**src/design/stc_pkg.sv**
```systemverilog
// Package for the scan trigger counter: widths, codes and the
// command/status structs shared by the controller and datapath.
// No dependencies.
`default_nettype none

package stc_pkg;

  // Default parameter values
  localparam int COUNT_WIDTH_DEF = 16;
  localparam int PULSE_WIDTH_DEF = 24;

  // Fixed field widths
  localparam int TIME_W  = 32;
  localparam int BYTE_W  = 8;
  localparam int LEN_W   = 16;
  localparam int OUTC_W  = 16;
  localparam int ADDR_W  = 4;
  localparam int DATA_W  = 32;

  // Divider width: elapsed time times slices plus rounding term
  localparam int DIVW    = TIME_W + BYTE_W + 1;
  localparam int DCNT_W  = $clog2(DIVW);

  // Pulse debounce window in ms
  localparam int DEBOUNCE_MS = 50;

  // Trigger modes
  localparam logic [1:0] MODE_SIM   = 2'd0;
  localparam logic [1:0] MODE_SLICE = 2'd1;
  localparam logic [1:0] MODE_CHAR  = 2'd2;
  localparam logic [1:0] MODE_PULSE = 2'd3;

  // Register indexes
  localparam logic [1:0] REG_MODE   = 2'd0;
  localparam logic [1:0] REG_TRIG   = 2'd1;
  localparam logic [1:0] REG_SLICES = 2'd2;
  localparam logic [1:0] REG_TRLEN  = 2'd3;

  // Register reset values
  localparam logic [1:0]        MODE_RST   = MODE_SIM;
  localparam logic [BYTE_W-1:0] TRIG_RST   = 8'd84;
  localparam logic [BYTE_W-1:0] SLICES_RST = 8'd1;
  localparam logic [LEN_W-1:0]  TRLEN_RST  = 16'd2700;

  typedef struct packed {
    logic [1:0]        mode;
    logic [BYTE_W-1:0] trigger_char;
    logic [BYTE_W-1:0] slices_per_tr;
    logic [LEN_W-1:0]  tr_length_ms;
  } cfg_t;

  // Operand selection for the shared divider
  typedef enum logic [1:0] {
    DIV_SL = 2'd0,
    DIV_TR = 2'd1,
    DIV_M1 = 2'd2
  } div_sel_t;

  typedef struct packed {
    logic     start;
    logic     simple;
    logic     m0_prep;
    logic     m0_e;
    logic     div_go;
    div_sel_t div_sel;
    logic     latch_sl;
    logic     m0_commit;
    logic     m0_org;
    logic     m1_commit;
    logic     write_out;
  } cmd_t;

  typedef struct packed {
    logic       op;
    logic       counting;
    logic [1:0] mode;
    logic       bv;
    logic       hb_wait;
    logic       div_done;
    logic       out_free;
  } status_t;

endpackage

`default_nettype wire

```
**src/design/stc_if.sv**
```systemverilog
// Channel interfaces for input items and result items.
// Depends on stc_pkg.
`default_nettype none

interface stc_item_if #(
  parameter int PULSE_WIDTH = stc_pkg::PULSE_WIDTH_DEF
);
  logic                          valid;
  logic                          ready;
  logic                          operation;
  logic [stc_pkg::TIME_W-1:0]    now_ms;
  logic                          byte_valid;
  logic [stc_pkg::BYTE_W-1:0]    rx_byte;
  logic [PULSE_WIDTH-1:0]        pulse_count;

  modport source (output valid, operation, now_ms, byte_valid, rx_byte, pulse_count,
                  input ready);
  modport sink (input valid, operation, now_ms, byte_valid, rx_byte, pulse_count,
                output ready);
endinterface

interface stc_result_if;
  logic                        valid;
  logic                        ready;
  logic [stc_pkg::OUTC_W-1:0]  tr_number;
  logic [stc_pkg::OUTC_W-1:0]  slice_number;
  logic [stc_pkg::TIME_W-1:0]  tr_start_time;
  logic [stc_pkg::TIME_W-1:0]  scan_start_time;
  logic                        is_counting;

  modport source (output valid, tr_number, slice_number, tr_start_time,
                  scan_start_time, is_counting, input ready);
  modport sink (input valid, tr_number, slice_number, tr_start_time,
                scan_start_time, is_counting, output ready);
endinterface

`default_nettype wire

```
**src/design/stc_cfg.sv**
```systemverilog
// Configuration register file behind the APB-style port.
// Depends on stc_pkg.
`default_nettype none

module stc_cfg (
  input  wire logic                         clk,
  input  wire logic                         rst,
  input  wire logic                         psel,
  input  wire logic                         penable,
  input  wire logic                         pwrite,
  input  wire logic [stc_pkg::ADDR_W-1:0]   paddr,
  input  wire logic [stc_pkg::DATA_W-1:0]   pwdata,
  output logic      [stc_pkg::DATA_W-1:0]   prdata,
  output logic                              pready,
  output stc_pkg::cfg_t                     cfg
);

  logic [1:0] idx;

  assign idx    = paddr[3:2];
  assign pready = 1'b1;

  // Write registers on the access cycle
  always_ff @(posedge clk) begin
    if (rst) begin
      cfg.mode          <= stc_pkg::MODE_RST;
      cfg.trigger_char  <= stc_pkg::TRIG_RST;
      cfg.slices_per_tr <= stc_pkg::SLICES_RST;
      cfg.tr_length_ms  <= stc_pkg::TRLEN_RST;
    end else if (psel && penable && pwrite) begin
      case (idx)
        stc_pkg::REG_MODE:   cfg.mode          <= pwdata[1:0];
        stc_pkg::REG_TRIG:   cfg.trigger_char  <= pwdata[7:0];
        stc_pkg::REG_SLICES: cfg.slices_per_tr <= pwdata[7:0];
        stc_pkg::REG_TRLEN:  cfg.tr_length_ms  <= pwdata[15:0];
        default: ;
      endcase
    end
  end

  // Read back
  always_comb begin
    case (idx)
      stc_pkg::REG_MODE:   prdata = 32'(cfg.mode);
      stc_pkg::REG_TRIG:   prdata = 32'(cfg.trigger_char);
      stc_pkg::REG_SLICES: prdata = 32'(cfg.slices_per_tr);
      stc_pkg::REG_TRLEN:  prdata = 32'(cfg.tr_length_ms);
      default:             prdata = '0;
    endcase
  end

endmodule

`default_nettype wire

```
**src/design/stc_div.sv**
```systemverilog
// Restoring divider, one quotient bit per cycle.
// Depends on stc_pkg.
`default_nettype none

module stc_div (
  input  wire logic                         clk,
  input  wire logic                         rst,
  input  wire logic                         go,
  input  wire logic [stc_pkg::DIVW-1:0]     dividend,
  input  wire logic [stc_pkg::LEN_W-1:0]    divisor,
  output logic      [stc_pkg::DIVW-1:0]     quotient,
  output logic      [stc_pkg::LEN_W-1:0]    remainder,
  output logic                              done
);

  logic                           busy;
  logic [stc_pkg::DCNT_W-1:0]     cnt;
  logic [stc_pkg::LEN_W-1:0]      dvs;
  logic [stc_pkg::LEN_W:0]        trial;
  logic                           fits;

  assign trial = {remainder, quotient[stc_pkg::DIVW-1]};
  assign fits  = trial >= {1'b0, dvs};

  // Control: run DIVW steps, pulse done
  always_ff @(posedge clk) begin
    if (rst) begin
      busy <= 1'b0;
      done <= 1'b0;
      cnt  <= '0;
    end else begin
      done <= 1'b0;
      if (go) begin
        busy <= 1'b1;
        cnt  <= '0;
      end else if (busy) begin
        cnt <= cnt + 1'b1;
        if (cnt == stc_pkg::DCNT_W'(stc_pkg::DIVW - 1)) begin
          busy <= 1'b0;
          done <= 1'b1;
        end
      end
    end
  end

  // Shift and subtract
  always_ff @(posedge clk) begin
    if (go) begin
      quotient  <= dividend;
      remainder <= '0;
      dvs       <= divisor;
    end else if (busy) begin
      quotient  <= {quotient[stc_pkg::DIVW-2:0], fits};
      remainder <= fits ? stc_pkg::LEN_W'(trial - {1'b0, dvs})
                        : trial[stc_pkg::LEN_W-1:0];
    end
  end

endmodule

`default_nettype wire

```
**src/design/stc_dp.sv**
```systemverilog
// Datapath: item capture, counters, origins, divider operands and the
// result register. Depends on stc_pkg and stc_div.
`default_nettype none

module stc_dp #(
  parameter int COUNT_WIDTH = stc_pkg::COUNT_WIDTH_DEF,
  parameter int PULSE_WIDTH = stc_pkg::PULSE_WIDTH_DEF
) (
  input  wire logic                          clk,
  input  wire logic                          rst,
  input  stc_pkg::cfg_t                      cfg,
  input  wire logic                          accept,
  input  wire logic                          operation,
  input  wire logic [stc_pkg::TIME_W-1:0]    now_ms,
  input  wire logic                          byte_valid,
  input  wire logic [stc_pkg::BYTE_W-1:0]    rx_byte,
  input  wire logic [PULSE_WIDTH-1:0]        pulse_count,
  input  stc_pkg::cmd_t                      cmd,
  output stc_pkg::status_t                   status,
  output logic                               res_valid,
  input  wire logic                          res_ready,
  output logic      [stc_pkg::OUTC_W-1:0]    tr_number,
  output logic      [stc_pkg::OUTC_W-1:0]    slice_number,
  output logic      [stc_pkg::TIME_W-1:0]    tr_start_time,
  output logic      [stc_pkg::TIME_W-1:0]    scan_start_time,
  output logic                               is_counting
);

  localparam int DIVW = stc_pkg::DIVW;
  localparam logic [COUNT_WIDTH-1:0] COUNT_MAX = {COUNT_WIDTH{1'b1}};

  function automatic logic [COUNT_WIDTH-1:0] sat_cnt(input logic [DIVW-1:0] v);
    logic [COUNT_WIDTH-1:0] r;
    if (|(v >> COUNT_WIDTH)) r = COUNT_MAX;
    else                     r = v[COUNT_WIDTH-1:0];
    return r;
  endfunction

  // Captured item
  logic                          itm_op;
  logic [stc_pkg::TIME_W-1:0]    itm_now;
  logic                          itm_bv;
  logic [stc_pkg::BYTE_W-1:0]    itm_byte;
  logic [PULSE_WIDTH-1:0]        itm_pulse;

  // Block state
  logic [COUNT_WIDTH-1:0]        tr_count;
  logic [COUNT_WIDTH-1:0]        slice_count;
  logic [stc_pkg::TIME_W-1:0]    scan_origin;
  logic [stc_pkg::TIME_W-1:0]    tr_origin;
  logic [PULSE_WIDTH-1:0]        last_pulse;
  logic [stc_pkg::BYTE_W-1:0]    held_byte;
  logic                          hb_wait;
  logic                          counting;

  // Working registers
  logic [stc_pkg::TIME_W-1:0]    elapsed;
  logic [COUNT_WIDTH-1:0]        sl_sat;
  logic [stc_pkg::TIME_W-1:0]    prod;

  // Divider
  logic [DIVW-1:0]               div_a;
  logic [stc_pkg::LEN_W-1:0]     div_b;
  logic [DIVW-1:0]               quo;
  logic [stc_pkg::LEN_W-1:0]     rem;
  logic                          div_done;

  logic [stc_pkg::LEN_W-1:0]     s_eff;
  logic [stc_pkg::LEN_W-1:0]     len_eff;
  logic [stc_pkg::LEN_W-1:0]     pair;
  logic [COUNT_WIDTH-1:0]        tr_inc;
  logic [COUNT_WIDTH-1:0]        tr_simple;
  logic                          trig_simple;
  logic [COUNT_WIDTH-1:0]        tr_m1;
  logic [stc_pkg::TIME_W-1:0]    since_tr;

  assign s_eff   = (cfg.slices_per_tr == '0) ? stc_pkg::LEN_W'(1)
                                             : stc_pkg::LEN_W'(cfg.slices_per_tr);
  assign len_eff = (cfg.tr_length_ms == '0) ? stc_pkg::LEN_W'(1) : cfg.tr_length_ms;
  assign pair    = {held_byte, itm_byte};
  assign tr_inc  = (tr_count == COUNT_MAX) ? COUNT_MAX : tr_count + 1'b1;
  assign since_tr = itm_now - tr_origin;

  // Divider operands
  always_comb begin
    case (cmd.div_sel)
      stc_pkg::DIV_SL: begin
        div_a = DIVW'(elapsed) * DIVW'(s_eff) + DIVW'(len_eff) - DIVW'(1);
        div_b = len_eff;
      end
      stc_pkg::DIV_TR: begin
        div_a = DIVW'(elapsed) + DIVW'(len_eff) - DIVW'(1);
        div_b = len_eff;
      end
      stc_pkg::DIV_M1: begin
        div_a = DIVW'(pair - stc_pkg::LEN_W'(1));
        div_b = s_eff;
      end
      default: begin
        div_a = '0;
        div_b = len_eff;
      end
    endcase
  end

  stc_div u_div (
    .clk       (clk),
    .rst       (rst),
    .go        (cmd.div_go),
    .dividend  (div_a),
    .divisor   (div_b),
    .quotient  (quo),
    .remainder (rem),
    .done      (div_done)
  );

  // Trigger decision for modes without a division
  always_comb begin
    trig_simple = 1'b0;
    case (cfg.mode)
      stc_pkg::MODE_CHAR:
        trig_simple = itm_bv && (itm_byte == cfg.trigger_char);
      stc_pkg::MODE_PULSE:
        trig_simple = (itm_pulse != last_pulse) &&
                      ((tr_count == '0) ||
                       (since_tr > stc_pkg::TIME_W'(stc_pkg::DEBOUNCE_MS)));
      default:
        trig_simple = 1'b0;
    endcase
    tr_simple = trig_simple ? tr_inc : tr_count;
  end

  assign tr_m1 = (pair == '0) ? '0 : sat_cnt(quo + DIVW'(1));

  // Capture item on acceptance
  always_ff @(posedge clk) begin
    if (accept) begin
      itm_op    <= operation;
      itm_now   <= now_ms;
      itm_bv    <= byte_valid;
      itm_byte  <= rx_byte;
      itm_pulse <= pulse_count;
    end
  end

  // Working registers for simulated mode
  always_ff @(posedge clk) begin
    if (cmd.m0_e)      elapsed <= itm_now - scan_origin;
    if (cmd.latch_sl)  sl_sat  <= sat_cnt(quo);
    if (cmd.m0_commit) prod    <= stc_pkg::TIME_W'((quo[stc_pkg::TIME_W-1:0] - 32'd1) *
                                                   32'(len_eff));
  end

  // Counter and origin updates
  always_ff @(posedge clk) begin
    if (rst) begin
      tr_count    <= '0;
      slice_count <= '0;
      scan_origin <= '0;
      tr_origin   <= '0;
      last_pulse  <= '0;
      held_byte   <= '0;
      hb_wait     <= 1'b0;
      counting    <= 1'b0;
    end else begin
      if (cmd.start) begin
        tr_count    <= '0;
        slice_count <= '0;
        tr_origin   <= itm_now;
        scan_origin <= itm_now;
        counting    <= 1'b1;
        hb_wait     <= 1'b0;
        last_pulse  <= itm_pulse;
      end
      if (cmd.m0_prep && tr_count == '0) begin
        scan_origin <= itm_now - 32'd1;
        tr_origin   <= itm_now - 32'd1;
      end
      if (cmd.m0_commit) begin
        slice_count <= sl_sat;
        tr_count    <= sat_cnt(quo);
      end
      if (cmd.m0_org) tr_origin <= prod + scan_origin;
      if (cmd.simple) begin
        tr_count <= tr_simple;
        if (cfg.mode == stc_pkg::MODE_SLICE && itm_bv) begin
          held_byte <= itm_byte;
          hb_wait   <= 1'b1;
        end
        if (trig_simple && cfg.mode == stc_pkg::MODE_PULSE) last_pulse <= itm_pulse;
        if (tr_simple == '0) begin
          scan_origin <= itm_now;
          tr_origin   <= itm_now;
        end else if (trig_simple) begin
          tr_origin <= itm_now;
        end
      end
      if (cmd.m1_commit) begin
        hb_wait     <= 1'b0;
        slice_count <= sat_cnt(DIVW'(pair));
        tr_count    <= tr_m1;
        if (tr_m1 == '0) begin
          scan_origin <= itm_now;
          tr_origin   <= itm_now;
        end else if (pair != '0 && rem == '0) begin
          tr_origin <= itm_now;
        end
      end
    end
  end

  // Result register
  always_ff @(posedge clk) begin
    if (rst) begin
      res_valid <= 1'b0;
    end else if (cmd.write_out) begin
      res_valid <= 1'b1;
    end else if (res_ready) begin
      res_valid <= 1'b0;
    end
  end

  always_ff @(posedge clk) begin
    if (cmd.write_out) begin
      tr_number       <= stc_pkg::OUTC_W'(32'(tr_count));
      slice_number    <= stc_pkg::OUTC_W'(32'(slice_count));
      tr_start_time   <= tr_origin;
      scan_start_time <= scan_origin;
      is_counting     <= counting;
    end
  end

  assign status.op       = itm_op;
  assign status.counting = counting;
  assign status.mode     = cfg.mode;
  assign status.bv       = itm_bv;
  assign status.hb_wait  = hb_wait;
  assign status.div_done = div_done;
  assign status.out_free = !res_valid || res_ready;

endmodule

`default_nettype wire

```
**src/design/stc_ctrl.sv**
```systemverilog
// Controller state machine: sequences each item through the datapath.
// Depends on stc_pkg.
`default_nettype none

module stc_ctrl (
  input  wire logic          clk,
  input  wire logic          rst,
  input  wire logic          item_valid,
  output logic               item_ready,
  input  stc_pkg::status_t   status,
  output stc_pkg::cmd_t      cmd
);

  typedef enum logic [9:0] {
    S_IDLE     = 10'b0000000001,
    S_DISPATCH = 10'b0000000010,
    S_M0_E     = 10'b0000000100,
    S_SL_GO    = 10'b0000001000,
    S_SL_WAIT  = 10'b0000010000,
    S_TR_GO    = 10'b0000100000,
    S_TR_WAIT  = 10'b0001000000,
    S_M0_ORG   = 10'b0010000000,
    S_M1_WAIT  = 10'b0100000000,
    S_WRITE    = 10'b1000000000
  } state_t;

  state_t state, state_next;

  assign item_ready = (state == S_IDLE);

  // Advance state
  always_ff @(posedge clk) begin
    if (rst) state <= S_IDLE;
    else     state <= state_next;
  end

  // Next state and commands
  always_comb begin
    state_next  = state;
    cmd         = '0;
    cmd.div_sel = stc_pkg::DIV_SL;
    case (state)
      S_IDLE: begin
        if (item_valid) state_next = S_DISPATCH;
      end
      S_DISPATCH: begin
        if (status.op) begin
          cmd.start  = 1'b1;
          state_next = S_WRITE;
        end else if (!status.counting) begin
          state_next = S_WRITE;
        end else if (status.mode == stc_pkg::MODE_SIM) begin
          cmd.m0_prep = 1'b1;
          state_next  = S_M0_E;
        end else if (status.mode == stc_pkg::MODE_SLICE && status.bv && status.hb_wait) begin
          cmd.div_go  = 1'b1;
          cmd.div_sel = stc_pkg::DIV_M1;
          state_next  = S_M1_WAIT;
        end else begin
          cmd.simple = 1'b1;
          state_next = S_WRITE;
        end
      end
      S_M0_E: begin
        cmd.m0_e   = 1'b1;
        state_next = S_SL_GO;
      end
      S_SL_GO: begin
        cmd.div_go  = 1'b1;
        cmd.div_sel = stc_pkg::DIV_SL;
        state_next  = S_SL_WAIT;
      end
      S_SL_WAIT: begin
        if (status.div_done) begin
          cmd.latch_sl = 1'b1;
          state_next   = S_TR_GO;
        end
      end
      S_TR_GO: begin
        cmd.div_go  = 1'b1;
        cmd.div_sel = stc_pkg::DIV_TR;
        state_next  = S_TR_WAIT;
      end
      S_TR_WAIT: begin
        if (status.div_done) begin
          cmd.m0_commit = 1'b1;
          state_next    = S_M0_ORG;
        end
      end
      S_M0_ORG: begin
        cmd.m0_org = 1'b1;
        state_next = S_WRITE;
      end
      S_M1_WAIT: begin
        cmd.div_sel = stc_pkg::DIV_M1;
        if (status.div_done) begin
          cmd.m1_commit = 1'b1;
          state_next    = S_WRITE;
        end
      end
      S_WRITE: begin
        if (status.out_free) begin
          cmd.write_out = 1'b1;
          state_next    = S_IDLE;
        end
      end
      default: state_next = S_IDLE;
    endcase
  end

endmodule

`default_nettype wire

```
**src/design/scan_trigger_counter_unit.sv**
```systemverilog
// Scan trigger counter: one result transaction per input transaction.
// Start, idle polls and modes 2/3 go straight to the result; slice-number pairs and
// simulated mode use the one-bit-per-cycle 41-bit divider.
// Throughput: one item at a time; the next is taken once the result is in the
// output register. Synchronous reset clears counts, origins and config registers to defaults.
`default_nettype none

module scan_trigger_counter_unit #(
  parameter int COUNT_WIDTH = stc_pkg::COUNT_WIDTH_DEF,
  parameter int PULSE_WIDTH = stc_pkg::PULSE_WIDTH_DEF
) (
  input  wire logic                        clk,
  input  wire logic                        rst,
  stc_item_if.sink                         item,
  stc_result_if.source                     result,
  input  wire logic                        psel,
  input  wire logic                        penable,
  input  wire logic                        pwrite,
  input  wire logic [stc_pkg::ADDR_W-1:0]  paddr,
  input  wire logic [stc_pkg::DATA_W-1:0]  pwdata,
  output logic      [stc_pkg::DATA_W-1:0]  prdata,
  output logic                             pready
);

  stc_pkg::cfg_t    cfg;
  stc_pkg::cmd_t    cmd;
  stc_pkg::status_t status;
  logic             accept;

  assign accept = item.valid && item.ready;

  stc_cfg u_cfg (
    .clk     (clk),
    .rst     (rst),
    .psel    (psel),
    .penable (penable),
    .pwrite  (pwrite),
    .paddr   (paddr),
    .pwdata  (pwdata),
    .prdata  (prdata),
    .pready  (pready),
    .cfg     (cfg)
  );

  stc_ctrl u_ctrl (
    .clk        (clk),
    .rst        (rst),
    .item_valid (item.valid),
    .item_ready (item.ready),
    .status     (status),
    .cmd        (cmd)
  );

  stc_dp #(
    .COUNT_WIDTH (COUNT_WIDTH),
    .PULSE_WIDTH (PULSE_WIDTH)
  ) u_dp (
    .clk             (clk),
    .rst             (rst),
    .cfg             (cfg),
    .accept          (accept),
    .operation       (item.operation),
    .now_ms          (item.now_ms),
    .byte_valid      (item.byte_valid),
    .rx_byte         (item.rx_byte),
    .pulse_count     (PULSE_WIDTH'(item.pulse_count)),
    .cmd             (cmd),
    .status          (status),
    .res_valid       (result.valid),
    .res_ready       (result.ready),
    .tr_number       (result.tr_number),
    .slice_number    (result.slice_number),
    .tr_start_time   (result.tr_start_time),
    .scan_start_time (result.scan_start_time),
    .is_counting     (result.is_counting)
  );

endmodule

`default_nettype wire
```
**src/flat_wrapper.sv**
```systemverilog
// flat-port wrapper written by rule: the top's interface ports become plain ports
module scan_trigger_counter_unit_flat 
#(
  parameter int COUNT_WIDTH = stc_pkg::COUNT_WIDTH_DEF,
  parameter int PULSE_WIDTH = stc_pkg::PULSE_WIDTH_DEF
)
  (clk, rst, psel, penable, pwrite, paddr, pwdata, prdata, pready, item_valid, item_operation, item_now_ms, item_byte_valid, item_rx_byte, item_pulse_count, item_ready, result_valid, result_tr_number, result_slice_number, result_tr_start_time, result_scan_start_time, result_is_counting, result_ready);
  stc_item_if #(.PULSE_WIDTH(PULSE_WIDTH)) item_i ();
  stc_result_if result_i ();
  input  wire logic clk;
  input  wire logic rst;
  input  wire logic psel;
  input  wire logic penable;
  input  wire logic pwrite;
  input  wire logic [stc_pkg::ADDR_W-1:0] paddr;
  input  wire logic [stc_pkg::DATA_W-1:0] pwdata;
  output logic      [stc_pkg::DATA_W-1:0] prdata;
  output logic pready;
  input wire logic [$bits(item_i.valid)-1:0] item_valid;
  input wire logic [$bits(item_i.operation)-1:0] item_operation;
  input wire logic [$bits(item_i.now_ms)-1:0] item_now_ms;
  input wire logic [$bits(item_i.byte_valid)-1:0] item_byte_valid;
  input wire logic [$bits(item_i.rx_byte)-1:0] item_rx_byte;
  input wire logic [$bits(item_i.pulse_count)-1:0] item_pulse_count;
  output wire logic [$bits(item_i.ready)-1:0] item_ready;
  output wire logic [$bits(result_i.valid)-1:0] result_valid;
  output wire logic [$bits(result_i.tr_number)-1:0] result_tr_number;
  output wire logic [$bits(result_i.slice_number)-1:0] result_slice_number;
  output wire logic [$bits(result_i.tr_start_time)-1:0] result_tr_start_time;
  output wire logic [$bits(result_i.scan_start_time)-1:0] result_scan_start_time;
  output wire logic [$bits(result_i.is_counting)-1:0] result_is_counting;
  input wire logic [$bits(result_i.ready)-1:0] result_ready;
  assign item_i.valid = item_valid;
  assign item_i.operation = item_operation;
  assign item_i.now_ms = item_now_ms;
  assign item_i.byte_valid = item_byte_valid;
  assign item_i.rx_byte = item_rx_byte;
  assign item_i.pulse_count = item_pulse_count;
  assign item_ready = item_i.ready;
  assign result_valid = result_i.valid;
  assign result_tr_number = result_i.tr_number;
  assign result_slice_number = result_i.slice_number;
  assign result_tr_start_time = result_i.tr_start_time;
  assign result_scan_start_time = result_i.scan_start_time;
  assign result_is_counting = result_i.is_counting;
  assign result_i.ready = result_ready;
  scan_trigger_counter_unit #(.COUNT_WIDTH(COUNT_WIDTH), .PULSE_WIDTH(PULSE_WIDTH)) u_core (.clk(clk), .rst(rst), .item(item_i), .result(result_i), .psel(psel), .penable(penable), .pwrite(pwrite), .paddr(paddr), .pwdata(pwdata), .prdata(prdata), .pready(pready));
endmodule
```
**config.mk**
```make
export PLATFORM = sky130hd
export DESIGN_NAME = scan_trigger_counter_unit_flat
export DESIGN_NICKNAME = d
export VERILOG_FILES = /design/src/design/stc_pkg.sv /design/src/design/stc_if.sv /design/src/design/stc_cfg.sv /design/src/design/stc_div.sv /design/src/design/stc_dp.sv /design/src/design/stc_ctrl.sv /design/src/design/scan_trigger_counter_unit.sv /design/src/flat_wrapper.sv
export SDC_FILE = /design/constraint.sdc
export NUM_CORES = 2
export LEC_CHECK = 0
export ABC_AREA = 1
export ABC_CLOCK_PERIOD_IN_PS = 7920
export BUFFER_PORTS_ARGS = -buffer_cell sky130_fd_sc_hd__buf_2
export CAP_MARGIN = 20
export CORE_MARGIN = 2
export CORE_UTILIZATION = 46
export DETAILED_ROUTE_END_ITERATION = 6
export PLACE_DENSITY_LB_ADDON = 0.15
export SLEW_MARGIN = 10
export SYNTH_ARGS = -nofsm -noshare
export SYNTH_HDL_FRONTEND = slang
export SYNTH_SLANG_ARGS = --single-unit
```
**constraint.sdc**
```tcl
create_clock -name clk -period 7.92 [get_ports clk]
set_input_delay 0.396 -clock clk [delete_from_list [all_inputs] [get_ports clk]]
set_output_delay 0.396 -clock clk [all_outputs]
set_load 0.03 [all_outputs]
```
==> results.txt <==
- Max-cap violations: 0
* Crit path time final: 7.51 ns
- In this run the register-to-register setup slack is 0.41 ns.
- Row generation in the floorplan step produced 124 rows.
* Die Wd: 343 µm
- Dividing the detail-routed via count by the number of cells gives 5.46.
- The min-delay analysis places its worst path in the category primary input to register.
* Cell type of the slowest stage on the worst timing path: fa_1
* Required @ worst endpoint: 8.37 ns
- Counting along the longest clock path gives a buffer depth of 3.
- The worst pin sits at a relative slew slack of 0.264.
- Area growth, synth to finish: 11.2%
- Drt initial violations: 4,517
* Height of the die: 343 µm
* Startpoint type of the worst setup path: register
- In this run the remaining antenna-violating nets after routing total 0.
- Via count: 48,300
* Setup Viol. Count Final: 0
- Critical path fanouts, max: 11
- The count of final hold-check violations was 0.
- After synthesis, the cell types taking the most area are fa_1, edfxtp_1, nand2_1, inv_1, ha_1.
- Final GP Congestion: 1.00
- Setup total negative slack on the finished layout was measured at 0 ns.
* Total global routing overflow: 0
* Routed Wire Length: 189,000 µm
- Total of fill cells in the finished design: 11,300
* Crit path buf inv count: 7
* Share of the cycle needed by the critical path after routing: 0.948
- The clock drives 499 sinks.
- Setup repair after global routing could not meet its margin everywhere.
* Fraction of final layout cells with drive strength greater than 1: 0.0798
* Synth warnings: 0
- Initial DRT Pass Iterations: 6
* Register area share after synthesis: 0.245
- Commonest cells post-synth: nand2_1, inv_1, nor2_1
- CTS tree: built
- For this configuration, the core starts out at a cell density of 0.463.
- Number of nets in the finished design: 8,237
- For this run, design rule violations remaining after detail routing come to 0.
- In this run the clock root is driven by a clkbuf_16.
* Worst stage delay on the critical path: 0.62 ns
- Most repeated library cell on the critical path: fa_1
- Multi-input gate area in the final layout: 0.0342 mm²
- For this run, the leading register cell type out of synthesis is edfxtp_1.
- Of the post-synthesis cell area, the dominant cell type holds 0.192.
- Avg Cell Area, Syn: 7.52 µm²
* Area leader, netlist: fa_1
- In this run the number of cells on the critical path is 29.
- Total die area: 0.118 mm²
- The first global-routing pass estimated 283,000 µm of wire.
* Highest achievable clock rate: 133 MHz
* Met3 Routed Length: 17,600 µm
- After floorplanning, the core was sized to cover 0.114 mm².
- Number of primary I/O pins: 241
- Count of buffers inserted at the top-level ports: 205
* #FFs+latches synth: 499
* CP Capture Type: register
- Unique masters post-synth: 62
* Clk pin slew, worst setup/hold paths: 0.07 ns
- The number of antenna violations at the first check in global routing is 7.
- Count of flip-flops with a built-in enable after synthesis: 300
- For the worst-skew pair, the clock arrives at the later sink with an insertion delay of 0.69 ns.
- Result of the run: finished, final reports clean
* Leading cell type by number of instances after synthesis: nand2_1
- Via count of the first global-routing pass: 46,100
- Entering global routing, the biggest net connects 110 pins.
- Amount of wire on met2 after detailed routing: 83,000 µm
- For this block, wires on met1 add up to 82,300 µm.
- Worst Hold Depth: 3
- Power Total: 11.2 mW
- Clock Skews: 0.0203 ns
* Worst-case hold slack: 0.0387 ns
- Worst-Margin Slew: 1.09 ns
- Static Leak: 28.0 nW
- After detailed routing, no signal wire sits above met5.
* Final Util: 0.515
- Cell class contributing the biggest share of worst-path delay: adder cells
- Number of H-tree branching levels: 2
- Total area of sequential cells: 0.0130 mm²
- Counting cells, the worst reg-to-reg path comes to 29.
- For this run, asynchronously set or reset flops after synthesis account for 0.
* Avg WL per Cell: 21.4 µm
- Post-Synthesis Cells: 7,042
- The HPWL after detailed placement is 152,000 µm.
* Minimum setup slack in the final design: 0.411 ns
- For the worst setup path, the data arrival time is 7.96 ns.
* Max-slew violation count: 0
- The number of clock buffers added by TritonCTS is 61.
- Across every metal layer, demand over resource in global routing totals 0.320.
- Cell area power density: 190 mW/mm²
- Post-synthesis cell area: 0.0530 mm²
* Post-placement setup slack: 0.340 ns
- Peak supply drop: 219 µV
- The worst setup path is of the register to register kind.
-- logic make-up after synthesis --
group,synth area share
other,0.000142
adder cells (fa/ha/maj),0.274
AO/OA/AOI/OAI,0.101
flip-flops,0.245
AND/OR/NAND/NOR,0.228
buffers and inverters,0.114
multiplexers,0.000425
XOR/XNOR,0.0375
-- stage by stage --
step,cells,cell area [µm²]
6_report,8841,58900
5_1_grt,8839,58900
4_1_cts,8835,58800
3_5_place_dp,8647,56000
3_3_place_gp,8647,56000
2_1_floorplan,7057,53000
-- flip-flops by register name, indices dropped and copies added, names as in the netlist, 10 cells and up --
| name | flops |
|---|---|
| u_core.u_dp.tr_number | 16 |
| u_core.u_ctrl.state | 10 |
| u_core.u_dp.u_div.quotient | 41 |
| u_core.u_dp.slice_count | 16 |
| u_core.u_cfg.cfg | 34 |
| u_core.u_dp.u_div.dvs | 16 |
| u_core.u_dp.sl_sat | 16 |
| u_core.u_dp.tr_origin | 32 |
| u_core.u_dp.tr_start_time | 32 |
| u_core.u_dp.tr_count | 16 |
| u_core.u_dp.slice_number | 16 |
| u_core.u_dp.scan_origin | 32 |
| u_core.u_dp.itm_now | 32 |
| u_core.u_dp.itm_pulse | 24 |
| u_core.u_dp.scan_start_time | 32 |
| u_core.u_dp.elapsed | 32 |
| u_core.u_dp.last_pulse | 24 |
| u_core.u_dp.u_div.remainder | 16 |
| u_core.u_dp.prod | 32 |
-- placed cells by master, fill, tap and decap left out, types with 10 or more instances in the layout --
cell type	count
nand2_1	1749
inv_1	1264
nor2_1	624
fa_1	508
a21oi_1	366
o21ai_0	363
ha_1	346
edfxtp_1	300
nand3_1	218
buf_2	205
dfxtp_1	199
xor2_1	168
buf_4	139
nand4_1	97
nor3_1	90
dlygate4sd3_1	72
clkbuf_16	64
xnor2_1	56
a31oi_1	39
or2_2	34
nor4_1	33
o21ai_1	28
clkinv_1	21
inv_2	20
o211ai_1	18
o2111ai_1	18
conb_1	17
o21bai_1	16
a211oi_1	15
nand3b_1	15
nand2_2	14
nor2_2	14
a21boi_0	13
clkinv_2	12
clkbuf_1	11
o21a_1	10
o221ai_1	10
o21ai_2	10
-- routing by layer --
layer | vias to the layer above | global-route usage
li1 | 22600 | -
met1 | 23200 | 0.456
met2 | 2072 | 0.495
met3 | 307 | 0.0548
met4 | 4 | 0.101
met5 | - | 0
-- worst min-delay path, stage by stage --
cell and delay, ns:
buf_2 0.07, o21ai_0 0.08, a21oi_1 0.13
-- where the power goes --
| group | switching (mW) | leakage [nW] | internal [mW] |
|---|---|---|---|
| clock network | 1.23 | 1.04 | 1.77 |
| logic | 3.07 | 22.7 | 1.74 |
| registers | 0.315 | 4.30 | 3.09 |
-- what timing repair did --
action                                 CTS  global route
setup buffers                            0             3
resized for setup                        0            15
hold buffers                            72             0
endpoints found under the hold margin   72             0
setup endpoints to repair                0             5
-- path summary, 6_finish.rpt --
| kind | endpoint | startpoint |
|---|---|---|
| max | u_core.u_dp.prod[31] | u_core.u_dp.u_div.quotient[1] |
| min | u_core.u_cfg.cfg[15] | pwdata[15] |
| max reg2reg | u_core.u_dp.prod[31] | u_core.u_dp.u_div.quotient[1] |
| min reg2reg | u_core.u_dp.u_div.cnt[5] | u_core.u_dp.u_div.cnt[5] |
-- area by class of cell --
| class | instances | area share |
|---|---|---|
| Antenna cell | 2 | 0.0000849 |
| Clock buffer | 81 | 0.0293 |
| Clock inverter | 35 | 0.00699 |
| Inverter | 1305 | 0.0833 |
| Multi-Input combinational cell | 4989 | 0.580 |
| Sequential cell | 499 | 0.221 |
| Tap cell | 1512 | 0.0321 |
| Timing Repair Buffer | 418 | 0.0479 |
(Power assumes the default switching activity.)
